<file path="src/sv/hct_pkg.sv">
`timescale 1ns / 1ps
// Shared types and codes for the hysteresis cooling thermostat.
// No dependencies; imported by every module of the block.
package hct_pkg;

  localparam int CfgIdxW  = 3;
  localparam int CfgDataW = 12;
  localparam int TempW    = 12;
  localparam int CodeW    = 10;
  localparam int MarginW  = 8;
  // temperature +/- margin fits with one extra bit
  localparam int CmpW     = TempW + 1;

  // supply modes; any other code runs as AC
  localparam logic [1:0] MODE_GAS = 2'd0;
  localparam logic [1:0] MODE_DC  = 2'd1;
  localparam logic [1:0] MODE_AC  = 2'd2;

  // configuration register indexes
  localparam logic [CfgIdxW-1:0] CFG_OP_MODE     = 3'd0;
  localparam logic [CfgIdxW-1:0] CFG_SET_TEMP    = 3'd1;
  localparam logic [CfgIdxW-1:0] CFG_ON_MARGIN   = 3'd2;
  localparam logic [CfgIdxW-1:0] CFG_OFF_MARGIN  = 3'd3;
  localparam logic [CfgIdxW-1:0] CFG_GAS_LOW     = 3'd4;
  localparam logic [CfgIdxW-1:0] CFG_DC_LOW      = 3'd5;
  localparam logic [CfgIdxW-1:0] CFG_FLAME_OUT   = 3'd6;

  typedef struct packed {
    logic [1:0]         op_mode;
    logic [TempW-1:0]   set_temp;
    logic [MarginW-1:0] on_margin;
    logic [MarginW-1:0] off_margin;
    logic [CodeW-1:0]   gas_low_limit;
    logic [CodeW-1:0]   dc_low_limit;
    logic [CodeW-1:0]   flame_out_limit;
  } cfg_t;

  typedef struct packed {
    logic [TempW-1:0] temperature;
    logic             sensor_error;
    logic [CodeW-1:0] dc_voltage_code;
    logic [CodeW-1:0] gas_voltage_code;
    logic [CodeW-1:0] flame_code;
  } meas_t;

  typedef struct packed {
    logic relay_dc_on;
    logic relay_ac_on;
    logic cooling_active;
    logic low_battery;
    logic temp_fault;
    logic alarm;
  } result_t;

endpackage

</file>
<file path="src/sv/hysteresis_cooling_thermostat.sv">
`timescale 1ns / 1ps
// Hysteresis cooling thermostat, top level: input register, decision logic, output register.
// An input beat is captured in the input register; its result is captured in the output register.
// Throughput: one round per cycle; a stalled output holds the pipe, set by the output register.
// Reset (synchronous, rst_n low): pipe empty, relays off, running off, battery-low set,
// flame-seen clear, configuration at its defaults. Depends on hct_pkg, hct_cfg, hct_core.
module hysteresis_cooling_thermostat (
  input  logic                          clk,
  input  logic                          rst_n,
  input  logic                          cfg_we,
  input  logic [hct_pkg::CfgIdxW-1:0]   cfg_index,
  input  logic [hct_pkg::CfgDataW-1:0]  cfg_data,
  input  logic                          in_valid,
  output logic                          in_ready,
  input  logic signed [11:0]            in_temperature,
  input  logic                          in_sensor_error,
  input  logic [9:0]                    in_dc_voltage_code,
  input  logic [9:0]                    in_gas_voltage_code,
  input  logic [9:0]                    in_flame_code,
  output logic                          out_valid,
  input  logic                          out_ready,
  output logic                          out_relay_dc_on,
  output logic                          out_relay_ac_on,
  output logic                          out_cooling_active,
  output logic                          out_low_battery,
  output logic                          out_temp_fault,
  output logic                          out_alarm
);
  import hct_pkg::*;

  cfg_t    cfg;
  meas_t   meas_r;
  logic    meas_vld_r;
  result_t res_r, res_c;
  logic    res_vld_r;
  logic    advance, out_free;

  hct_cfg u_cfg (
    .clk       (clk),
    .rst_n     (rst_n),
    .cfg_we    (cfg_we),
    .cfg_index (cfg_index),
    .cfg_data  (cfg_data),
    .cfg       (cfg)
  );

  assign out_free = !res_vld_r || out_ready;
  assign advance  = meas_vld_r && out_free;
  assign in_ready = !meas_vld_r || out_free;

  hct_core u_core (
    .clk     (clk),
    .rst_n   (rst_n),
    .advance (advance),
    .cfg     (cfg),
    .meas    (meas_r),
    .result  (res_c)
  );

  always_ff @(posedge clk) begin
    if (!rst_n) begin
      meas_vld_r <= 1'b0;
      res_vld_r  <= 1'b0;
    end else begin
      if (in_ready) meas_vld_r <= in_valid;
      if (out_free) res_vld_r  <= meas_vld_r;
    end
  end

  always_ff @(posedge clk) begin
    if (in_valid && in_ready) begin
      meas_r.temperature      <= in_temperature;
      meas_r.sensor_error     <= in_sensor_error;
      meas_r.dc_voltage_code  <= in_dc_voltage_code;
      meas_r.gas_voltage_code <= in_gas_voltage_code;
      meas_r.flame_code       <= in_flame_code;
    end
    if (advance) res_r <= res_c;
  end

  assign out_valid          = res_vld_r;
  assign out_relay_dc_on    = res_r.relay_dc_on;
  assign out_relay_ac_on    = res_r.relay_ac_on;
  assign out_cooling_active = res_r.cooling_active;
  assign out_low_battery    = res_r.low_battery;
  assign out_temp_fault     = res_r.temp_fault;
  assign out_alarm          = res_r.alarm;

endmodule

</file>
<file path="src/sv/hct_cfg.sv">
`timescale 1ns / 1ps
// Configuration register file of the thermostat.
// Depends on hct_pkg.
module hct_cfg (
  input  logic                          clk,
  input  logic                          rst_n,
  input  logic                          cfg_we,
  input  logic [hct_pkg::CfgIdxW-1:0]   cfg_index,
  input  logic [hct_pkg::CfgDataW-1:0]  cfg_data,
  output hct_pkg::cfg_t                 cfg
);
  import hct_pkg::*;

  cfg_t cfg_r;
  cfg_t cfg_nxt;

  always_comb begin
    cfg_nxt = cfg_r;
    if (cfg_we) begin
      case (cfg_index)
        CFG_OP_MODE:    cfg_nxt.op_mode         = cfg_data[1:0];
        CFG_SET_TEMP:   cfg_nxt.set_temp        = cfg_data[TempW-1:0];
        CFG_ON_MARGIN:  cfg_nxt.on_margin       = cfg_data[MarginW-1:0];
        CFG_OFF_MARGIN: cfg_nxt.off_margin      = cfg_data[MarginW-1:0];
        CFG_GAS_LOW:    cfg_nxt.gas_low_limit   = cfg_data[CodeW-1:0];
        CFG_DC_LOW:     cfg_nxt.dc_low_limit    = cfg_data[CodeW-1:0];
        CFG_FLAME_OUT:  cfg_nxt.flame_out_limit = cfg_data[CodeW-1:0];
        default:        cfg_nxt = cfg_r;
      endcase
    end
  end

  always_ff @(posedge clk) begin
    if (!rst_n) begin
      cfg_r.op_mode         <= MODE_GAS;
      cfg_r.set_temp        <= '0;
      cfg_r.on_margin       <= MarginW'(8);
      cfg_r.off_margin      <= MarginW'(16);
      cfg_r.gas_low_limit   <= CodeW'(723);
      cfg_r.dc_low_limit    <= CodeW'(672);
      cfg_r.flame_out_limit <= CodeW'(409);
    end else begin
      cfg_r <= cfg_nxt;
    end
  end

  assign cfg = cfg_r;

endmodule

</file>
<file path="src/sv/hct_core.sv">
`timescale 1ns / 1ps
// Thermostat state and per-round decision logic.
// Depends on hct_pkg; state advances only on a beat that moves to the output.
module hct_core (
  input  logic              clk,
  input  logic              rst_n,
  input  logic              advance,
  input  hct_pkg::cfg_t     cfg,
  input  hct_pkg::meas_t    meas,
  output hct_pkg::result_t  result
);
  import hct_pkg::*;

  logic dc_relay_r, dc_relay_nxt;
  logic ac_relay_r, ac_relay_nxt;
  logic running_r, running_nxt;
  logic bat_low_r, bat_low_nxt;
  logic flame_seen_r, flame_seen_nxt;

  logic                  is_gas, is_dc;
  logic signed [CmpW-1:0] temp_s, off_thr, on_thr;
  logic                  off_hit, on_hit;
  logic                  rel_prev, rel, run_t;

  always_comb begin
    is_gas  = (cfg.op_mode == MODE_GAS);
    is_dc   = (cfg.op_mode == MODE_DC);
    temp_s  = CmpW'($signed(meas.temperature));
    off_thr = CmpW'($signed(cfg.set_temp)) - $signed({1'b0, 4'd0, cfg.off_margin});
    on_thr  = CmpW'($signed(cfg.set_temp)) + $signed({1'b0, 4'd0, cfg.on_margin});
    off_hit = (temp_s <= off_thr);
    on_hit  = (temp_s >= on_thr);

    // hysteresis uses the previous round's low-battery flag
    rel_prev = is_dc ? dc_relay_r : ac_relay_r;
    if (off_hit || bat_low_r) begin
      rel   = 1'b0;
      run_t = 1'b0;
    end else if (on_hit) begin
      rel   = 1'b1;
      run_t = 1'b1;
    end else begin
      rel   = rel_prev;
      run_t = running_r;
    end

    dc_relay_nxt = !is_gas && is_dc && rel;
    ac_relay_nxt = !is_gas && !is_dc && rel;

    if (is_gas) begin
      bat_low_nxt = (meas.gas_voltage_code < cfg.gas_low_limit);
    end else if (is_dc) begin
      bat_low_nxt = (meas.dc_voltage_code < cfg.dc_low_limit);
    end else begin
      bat_low_nxt = 1'b0;
    end

    if (is_gas) begin
      running_nxt    = (meas.flame_code <= cfg.flame_out_limit);
      flame_seen_nxt = flame_seen_r || running_nxt;
    end else begin
      running_nxt    = run_t;
      flame_seen_nxt = flame_seen_r;
    end

    result.relay_dc_on    = dc_relay_nxt;
    result.relay_ac_on    = ac_relay_nxt;
    result.cooling_active = running_nxt;
    result.low_battery    = bat_low_nxt;
    result.temp_fault     = meas.sensor_error;
    // low battery is already zero in AC mode
    result.alarm          = bat_low_nxt || meas.sensor_error
                            || (flame_seen_nxt && !running_nxt);
  end

  always_ff @(posedge clk) begin
    if (!rst_n) begin
      dc_relay_r   <= 1'b0;
      ac_relay_r   <= 1'b0;
      running_r    <= 1'b0;
      bat_low_r    <= 1'b1;
      flame_seen_r <= 1'b0;
    end else if (advance) begin
      dc_relay_r   <= dc_relay_nxt;
      ac_relay_r   <= ac_relay_nxt;
      running_r    <= running_nxt;
      bat_low_r    <= bat_low_nxt;
      flame_seen_r <= flame_seen_nxt;
    end
  end

endmodule

</file>
<file path="config.mk">
export PLATFORM = sky130hd
export DESIGN_NAME = hysteresis_cooling_thermostat
export DESIGN_NICKNAME = d
export VERILOG_FILES = /design/src/sv/hct_pkg.sv /design/src/sv/hysteresis_cooling_thermostat.sv /design/src/sv/hct_cfg.sv /design/src/sv/hct_core.sv
export SDC_FILE = /design/constraint.sdc
export NUM_CORES = 1
export LEC_CHECK = 0
export BUFFER_PORTS_ARGS = -buffer_cell sky130_fd_sc_hd__buf_2
export CAP_MARGIN = 25
export CORE_MARGIN = 5
export CORE_UTILIZATION = 63
export DETAILED_ROUTE_END_ITERATION = 16
export GPL_TIMING_DRIVEN = 0
export PLACE_DENSITY = 0.88
export SYNTH_ARGS = -nofsm -noshare
export SYNTH_HDL_FRONTEND = slang
export SYNTH_SLANG_ARGS = --single-unit
</file>
<file path="constraint.sdc">
create_clock -name clk -period 5.35 [get_ports clk]
set_input_delay 0.2675 -clock clk [delete_from_list [all_inputs] [get_ports clk]]
set_output_delay 0.2675 -clock clk [all_outputs]
set_load 0.02 [all_outputs]
</file>
# Word level (Yosys, flattened, before mapping)
# Cells that the tools add are included.
word_totals:
  reg_bits: 116
  inputBits: 63
  output_inout_bits: 8
  elab_cells: 75
classes:
  addsub: 2
  magnitude_cmp: 5
  eq_ne: 7
  n_mux: 9
  n_reduce_logical: 27
ops:
  columns: ["cell", "n"]
  rows:
  - ["10-bit less-than comparator", 2]
  - ["2-bit AND reduction", 7]
  - ["12-bit by 9-bit adder with 13-bit output", 1]
  - ["12-bit by 13-bit greater-or-equal comparator with 1-bit output", 1]
  - ["12-bit by 13-bit less-or-equal comparator with 1-bit output", 1]
  - ["12-bit by 9-bit subtractor with 13-bit output", 1]
  - ["10-bit less-or-equal comparator", 1]
  - ["3-bit equality test, second input constant", 3]
  - ["1-bit 2-to-1 mux", 9]
  - ["1-bit logical AND", 7]
  - ["3-bit by 2-bit equality test with 1-bit output, second input constant", 2]
  - ["1-bit logical OR", 6]
  - ["1-bit zero test", 5]
  - ["3-bit by 1-bit equality test with 1-bit output, second input constant", 1]
  - ["3-bit zero test", 1]
  - ["2-bit by 1-bit equality test with 1-bit output, second input constant", 1]
  - ["2-bit zero test", 1]

# Logic depth before layout (Yosys ltp)
# Gate-level depths: netlist (run 1).
depth:
  word_depth: 8
  mapped_depth: 18
  depth_no_buf: 18

# Modules after synthesis
# Synthesis (run 1) repeated with hierarchy kept, for this count alone.
hier_totals:
  hier_cells: 638
  hier_area_um2: 6523.8
modules_own_cells:
  columns: ["mod", "n_inst", "cells_each", "area_per_inst_um2", "seq_area_each_um2"]
  rows:
  - ["hct_core", 1, 352, 2575.0, 100.1]
  - ["hct_cfg", 1, 228, 2373.5, 1201.2]
  - ["hysteresis_cooling_thermostat", 1, 58, 1575.3, 1511.4]

# Worst setup path before layout (run 1)
# No wires, ideal clock.
synth_path:
  path_kind: "reg-to-reg"
  start: "register u_cfg.cfg_r, in the netlist u_cfg.cfg[46]"
  end: "register res_r, in the netlist out_alarm, data pin"
  setup_ns: 0.259
  arrival_ns: 3.229
  slack_ns: 1.862
  path_stages_with_launch: 19
  path_buffers: 0
  period_less_slack_ns: 3.488
  cell_sequence: "dfxtp_1 -> inv_1 -> ha_1 -> fa_1 -> nor2b_1 -> o21ai_1 -> a21boi_0 -> o21a_1 -> o31a_1 -> o41a_1 -> nor2_1 -> ha_1 -> nand4_1 -> nor3_2 -> o21ai_1 -> and4b_1 -> mux2_4 -> a41oi_2 -> a211o_1"
synth_lines:
  columns: ["item", "line_no", "rtl"]
  rows:
  - ["from (decl)", "hct_cfg.sv:14", "cfg_t cfg_r;"]
  - ["from (signal assigned)", "hct_cfg.sv:43", "cfg_r <= cfg_nxt;"]
  - ["to (signal assigned)", "hysteresis_cooling_thermostat.sv:78", "if (advance) res_r <= res_c;"]
  - ["to (decl)", "hysteresis_cooling_thermostat.sv:34", "result_t res_r, res_c;"]

==> results.md, run 1 <==
* 1st-iter DRT viols at 446
* Post-Syn Area at 6030 um^2
* Pin count of the biggest net entering global routing at 44
* Post-route DRC at 0
* Total CTS buffers at 17
* Max-cap violation count at 0
* Die Area at 11600 um^2
* Worst path slowest cell: dfxtp_1
* Share of cells above drive strength 1 at 14.9%
* GRT overflow at 0
* CTS H-Tree Depth at 4
* Ys flop type: dfxtp_1
* Setup Skew at 9.92 ps
* Tightest Pin Transition at 1040 ps
* CTS tree: yes
* Worst endpoint required time at 5620 ps
* Max Fclk at 242 MHz
* Max_slew headroom at 31.0%
* Synth cell types at 54
* Synthesis Warnings at 0
* Hold EP: u_cfg.cfg[28]
* VDD IR max at 0.276 mV
* Leak at 3.14 nW
* Total Routing Usage GR at 30.2%
* Worst skew pair latency at 530 ps
* Root buf cell: clkbuf_8
* Routed WL at 16500 um
* Post-synthesis sequential area ratio at 46.7%
* DRT Pass-1 Iters at 5
* Final Instance Count excl. Fillers at 905
* Clock-pin slew on the worst setup and hold paths at 70 ps
* IO Port Bufs at 70
* Synth top area cells: edfxtp_1 (24%), dfxtp_1 (22%), ha_1 (15%), nand2_1 (7.5%), a21oi_1 (4.8%)
* Final setup vio count at 0
* Family with the most delay on the worst path: compound AO/OA/AOI/OAI gates
* Yosys reg bits at 116
* Worst r2r dst: out_alarm
* Pins Over Slew Limit at 0
* Starting Density at 64.9%
* Hold Crit Depth at 3
* Via/cell ratio at 5.84
* I/O pin cnt at 71
* Most common cell in the synthesized netlist: nand2_1
* NumNets Final at 898
* Unrepaired setup endpoints after global routing: no
* Cell area after layout at 7600 um^2
* Post-CTS Hold Fix Bufs at 46
* Fin crit share at 77.1%
* Mean post-synth cell area at 9.60 um^2
* Tot Pwr at 0.00240 W
* Minimum clock period at 4120 ps
* Post-synth top area share at 24.4%
* Critical Path Start Type: flop
* Via count of the first global-routing pass at 5733
* Core area at 9280 um^2
* Status: complete, no violations
* Dpl hpwl at 10600 um
* Placed cell area at 6540 um^2
* Vias at 5285
* Post-CTS setup buffer count at 0
* CTS Buffer Depth at 2
* Final setup TNS at 0 ps
* Post-Syn Instances at 628
* Top cells by count, synth: nand2_1 (120), ha_1 (70), dfxtp_1 (67)
* ANT nets after route at 0
* Crit path kind: reg2reg
* Post-CTS Resized at 0
* Setup crit end kind: flop
* Std cell rows at 35
* Die H at 108 um
* Reg2Reg Launch Point: u_cfg.cfg[31]
* Syn-to-layout area delta at 26.1%
* Worst Path Buf+Inv at 1
* Inst Count DP at 827
* Area leader, netlist: edfxtp_1
* Chip width at 108 um
* CP Cell Sequence: inv_1 > ha_1 > nor2b_1 > o21ai_0 > a21boi_0 > o21a_1 > o211ai_1 > nand2b_1 > xor2_1 > ha_1 > nand4_1 > nor3_2 > o21ai_1 > and4b_1 > mux2_4 > a41oi_2 > a211o_1
* Post-synth EDFFs at 49
* Placer congestion estimate at 0.868
* Max FO, Critical Path at 3
* Mapped Nets at 763
* Routed len/inst at 18.2 um
* Hold_sp: cfg_data[8]
* Initial antenna violation count at 0
* Crit path top cell by count: ha_1
* Diode count at 0
* Reg2reg setup slack at 1230 ps
* Worst path max stage delay at 460 ps
* Global-route wire length before repair at 27000 um
* Final hold vios at 0
* Reg2Reg Depth at 17
* Hold Path Class: in2reg
* Post-synth ARST share at 0%
* Power density cells at 316 nW/um^2
* Fill cell count at 569
* CP Data Arrival Time at 4390 ps
* Clock sink total at 116
## metrics by stage
step / worst slack, ps / utilization, % / hold WS (ps)
floorplan: 1860 / - / 366
global placement: 1440 / 70.4 / 444
detailed placement: 1390 / 70.5 / 446
CTS: 1290 / 81.9 / 30.1
global route: 956 / 81.9 / 41.1
finish: 1230 / 81.9 / 38.1
## routing by layer
layer	up-vias	wire, um	share of wire, %	track usage (%)
li1	2475	-	-	-
met1	2483	6020	36	31.1
met2	250	8440	51	54.2
met3	77	1160	7.0	7.44
met4	0	883	5.4	19.3
met5	-	0	0	0
## sequential cells by signal, indices dropped and copies added (netlist names)
signal               count
out_temp_fault           1
out_relay_dc_on          1
u_core.ac_relay_r        1
u_core.bat_low_r         1
u_cfg.cfg               60
out_relay_ac_on          1
u_core.flame_seen_r      1
out_valid                1
u_core.dc_relay_r        1
out_alarm                1
u_core.running_r         1
meas_r                  43
out_cooling_active       1
out_low_battery          1
meas_vld_r               1
## final cells by class
| cell class | instances | area, um^2 | share of cell area (%) |
|---|---|---|---|
| tap | 129 | 161 | 2.12 |
| buffer | 15 | 56.3 | 0.741 |
| inverter | 50 | 188 | 2.47 |
| multi-input combinational | 447 | 2970 | 39.1 |
| timing repair buffer | 116 | 811 | 10.7 |
| sequential | 116 | 2810 | 37.0 |
| clock inverter | 13 | 136 | 1.79 |
| clock buffer | 19 | 464 | 6.11 |
## power by group
part           total [W]  switching, W  internal [W]
registers       0.000980     0.0000181      0.000961
logic           0.000274      0.000153      0.000121
clock network    0.00115      0.000462      0.000687
## logic make-up (layout without fill, tap and decap cells)
family          after synthesis  in the layout  share of synthesized area (%)
flops                       116            116                           46.7
compound gates              136            136                           14.4
fa+ha+maj                    72             72                           15.2
buf+inv                      65            213                           4.05
xor+xnor                     19             19                           2.76
simple gates                215            215                           16.0
mux                           5              5                          0.996
## layout by cell type, fill, tap and decap left out, types with 8 or more instances in the layout
master | netlist | routed
o211ai_1 | 17 | 17
nand2_1 | 120 | 120
o21ai_0 | 19 | 19
xor2_1 | 13 | 13
inv_1 | 50 | 50
nor2b_1 | 14 | 14
ha_1 | 70 | 70
dfxtp_1 | 67 | 67
buf_2 | 0 | 70
nor2_1 | 30 | 30
edfxtp_1 | 49 | 49
nand3_1 | 15 | 15
a21oi_1 | 58 | 58
dlygate4sd3_1 | 0 | 46
clkbuf_16 | 0 | 18
nand2b_1 | 8 | 8
clkbuf_1 | 14 | 14
## worst reg2reg max path: cells and delay by family (launching register included)
kind | cells | cell delay [ps]
AOI/OAI and AO/OA | 7 | 1400
xor gates and xnor gates | 1 | 160
adders and majority gates | 2 | 620
buffers and inverters | 1 | 80
DFF | 1 | 460
muxes | 1 | 210
and+or+nand+nor | 5 | 930
## worst max path at each step
stage / from / end / slack [ps] / cells after the start
final: u_cfg.cfg[31] / out_alarm / 1230 / 17
after global routing: u_cfg.cfg[46] / out_alarm / 960 / 18
after CTS: u_cfg.cfg[46] / out_alarm / 1290 / 18
after detailed placement: u_cfg.cfg[46] / out_alarm / 1390 / 18
after global placement: u_cfg.cfg[46] / out_alarm / 1440 / 18
after floorplan: u_cfg.cfg[46] / out_alarm / 1860 / 18
(Power assumes the default switching activity.)
==> run 2, diff against run 1 <==
--- a/config.mk
+++ b/config.mk
@@ -5,13 +5,14 @@
 export SDC_FILE = /design/constraint.sdc
 export NUM_CORES = 1
 export LEC_CHECK = 0
+export ABC_AREA = 1
 export BUFFER_PORTS_ARGS = -buffer_cell sky130_fd_sc_hd__buf_2
 export CAP_MARGIN = 25
 export CORE_MARGIN = 5
-export CORE_UTILIZATION = 63
+export CORE_UTILIZATION = 59
 export DETAILED_ROUTE_END_ITERATION = 16
 export GPL_TIMING_DRIVEN = 0
-export PLACE_DENSITY = 0.88
+export PLACE_DENSITY = 0.84
 export SYNTH_ARGS = -nofsm -noshare
 export SYNTH_HDL_FRONTEND = slang
 export SYNTH_SLANG_ARGS = --single-unit
==> constraint.sdc (replaced) <==
create_clock -name clk -period 3.9 [get_ports clk]
set_input_delay 0.195 -clock clk [delete_from_list [all_inputs] [get_ports clk]]
set_output_delay 0.195 -clock clk [all_outputs]
set_load 0.02 [all_outputs]
==> run 2 against run 1 <==
  * Register-to-register slack worse by 730 ps
  * Clock power up 45%
  * Non-clock buffer count down 1
  * Via count grew 1.0%
  * First-iteration DRC count shrank 14%
  * Setup slack lost 730 ps
  * Wire length decreased by 3.5%
  * Sequential power grew 38%
  * Combinational power grew 65%
  * Area after synthesis rose by 0.83%
  * Count of clock-buffer cells in the layout unchanged
  * Cell count up 7.0%
  * Largest cell class is now flip-flops and latches
==> results.md, run 2 <==
* Status: complete, no violations
* Starting Density at 59.7%
* Max_slew headroom at 40.1%
* Worst skew pair latency at 530 ps
* CP Data Arrival Time at 3670 ps
* Largest register FFs at 60
* Synthesis Warnings at 0
* Share of cells above drive strength 1 at 14.3%
* Post-CTS Hold Fix Bufs at 48
* Initial antenna violation count at 0
* Total CTS buffers at 17
* GRT overflow at 0
* Post-Syn Area at 6080 um^2
* Leak at 3.56 nW
* Synth top area cells: edfxtp_1 (24%), dfxtp_1 (22%), ha_1 (14%), nand2_1 (6.7%), inv_1 (6.4%)
* I/O pin cnt at 71
* Std cell rows at 37
* Routed len/inst at 16.5 um
* Worst endpoint required time at 4170 ps
* ANT nets after route at 0
* Final setup TNS at 0 ps
* Minimum clock period at 3400 ps
* Hold Path Class: in2reg
* WHS at 11.4 ps
* CTS Buffer Depth at 2
* CTS H-Tree Depth at 4
* Max-cap violation count at 0
* Setup Skew at 12.8 ps
* Syn-to-layout area delta at 26.7%
* Setup crit end kind: flop
* Tot Pwr at 0.00347 W
* Total Routing Usage GR at 26.5%
* Core area at 10200 um^2
* Fin crit share at 87.2%
* Post-CTS setup buffer count at 0
* Max FO, Critical Path at 3
* DRT Pass-1 Iters at 7
* Pin count of the biggest net entering global routing at 44
* Routed WL at 15900 um
* Critical Path Start Type: flop
* Post-CTS Resized at 0
* Dpl hpwl at 10600 um
* Die Area at 12400 um^2
* NumNets Final at 954
* Clock sink total at 116
* Clock-pin slew on the worst setup and hold paths at 60 ps
* Post-layout util at 75.6%
* Die H at 112 um
* Pins Over Slew Limit at 0
* Post-Syn Instances at 683
* Unrepaired setup endpoints after global routing: no
* Post-synthesis sequential area ratio at 46.3%
* Vias at 5339
* Post-synth top area share at 24.2%
* Mean post-synth cell area at 8.90 um^2
* Most frequent cells in the layout: nand2_1 (109), inv_1 (102), buf_2 (74)
* Diode count at 0
* Post-route DRC at 0
* Final hold vios at 0
* CTS tree: yes
* Sequential Area at 2810 um^2
* Area leader, netlist: edfxtp_1
* Root buf cell: clkbuf_8
* Yosys reg bits at 116
* Multi-input gate area at 2810 um^2
* Mapped Nets at 818
* Placer congestion estimate at 0.834
* Post-synth EDFFs at 49
* Commonest non-fill, non-tap cell in the layout: nand2_1
* Synth cell types at 39
* Most common cell in the synthesized netlist: nand2_1
* Global-route wire length before repair at 26200 um
* Chip width at 112 um
* Power density cells at 451 nW/um^2
* Final setup vio count at 0
* VDD IR max at 0.317 mV
* 1st-iter DRT viols at 382
* Crit path kind: reg2reg
* Via/cell ratio at 5.52
* Fill cell count at 657
* Max Fclk at 294 MHz
* Top cells by count, synth: nand2_1 (109), inv_1 (103), ha_1 (70)
* Ys flop type: dfxtp_1
* IO Port Bufs at 69
* Tightest Pin Transition at 897 ps
* Post-synth ARST share at 0%
* Via count of the first global-routing pass at 5419
[run 2: cell count changes in the layout (fill, tap and decap cells not counted), sizes merged, moves of 4 or more]
cell / before / now
o21ai: 22 / 57
clkbuf: 33 / 27
nor2: 30 / 52
nand2b: 8 / 0
inv: 57 / 106
nand2: 120 / 110
nand3: 15 / 23
a21oi: 58 / 69
nor2b: 14 / 0
a211oi: 5 / 0
bufinv: 1 / 5
[run 2: final timing paths]
path	from	endpoint	slack (ps)	depth (start not counted)
setup / recovery	u_cfg.cfg[46]	out_alarm	500	19
hold / removal	out_ready	out_valid	10	4
setup reg to reg	u_cfg.cfg[46]	out_alarm	500	19
hold reg to reg	meas_r[30]	out_temp_fault	450	0
[run 2: logic make-up (layout without fill, tap and decap cells)]
kind of cell | after synthesis | count (layout) | synth area share, %
and+or+nand+nor | 202 | 202 | 14.2
buffers and inverters | 119 | 268 | 7.45
muxes | 1 | 1 | 0.165
xor gates and xnor gates | 16 | 16 | 2.31
AOI/OAI and AO/OA | 157 | 157 | 14.5
adders and majority gates | 72 | 72 | 15.1
DFF | 116 | 116 | 46.3
[run 2: where the power goes]
part           leakage [nW]  internal [W]  total (W)  switching, W
registers              1.02       0.00133    0.00135     0.0000269
logic                  2.24      0.000186   0.000452      0.000266
clock network         0.296       0.00110    0.00167      0.000566
[run 2: final cells by class]
class                           instances  area share [%]
Clock inverter                         13            2.65
Sequential cell                       116            36.5
Tap cell                              136            2.21
Inverter                              106            5.17
Timing Repair Buffer                  117            10.7
Multi-Input combinational cell        448            36.5
Buffer                                 13           0.715
Clock buffer                           19            5.48
[run 2: layer usage]
metal	track usage (%)	share of wire [%]
met1	29.4	38
met2	46.8	50
met3	7.39	7.2
met5	0	0
met4	12.6	4.5
[run 2: per-stage QoR]
stage,worst slack (ps),cell area (um^2),std cells
6_report,498,7700,968
5_1_grt,148,7700,968
4_1_cts,525,7700,968
3_5_place_dp,543,6590,888
3_3_place_gp,617,6590,888
2_1_floorplan,912,6080,683
[run 2: worst max-delay path, cell delays in order (launching register included)]
cell	delay, ps
dfxtp_1	330
inv_1	60
ha_1	230
fa_1	420
o21ai_1	290
nand4_1	160
o211ai_1	160
nor3_1	90
xor2_1	180
ha_1	320
nand2_1	60
nor2_1	100
and2_1	170
nand2_1	80
nand3_1	100
nand3_2	120
nor2_2	110
nand2_2	70
nand3_1	60
nand2_1	50
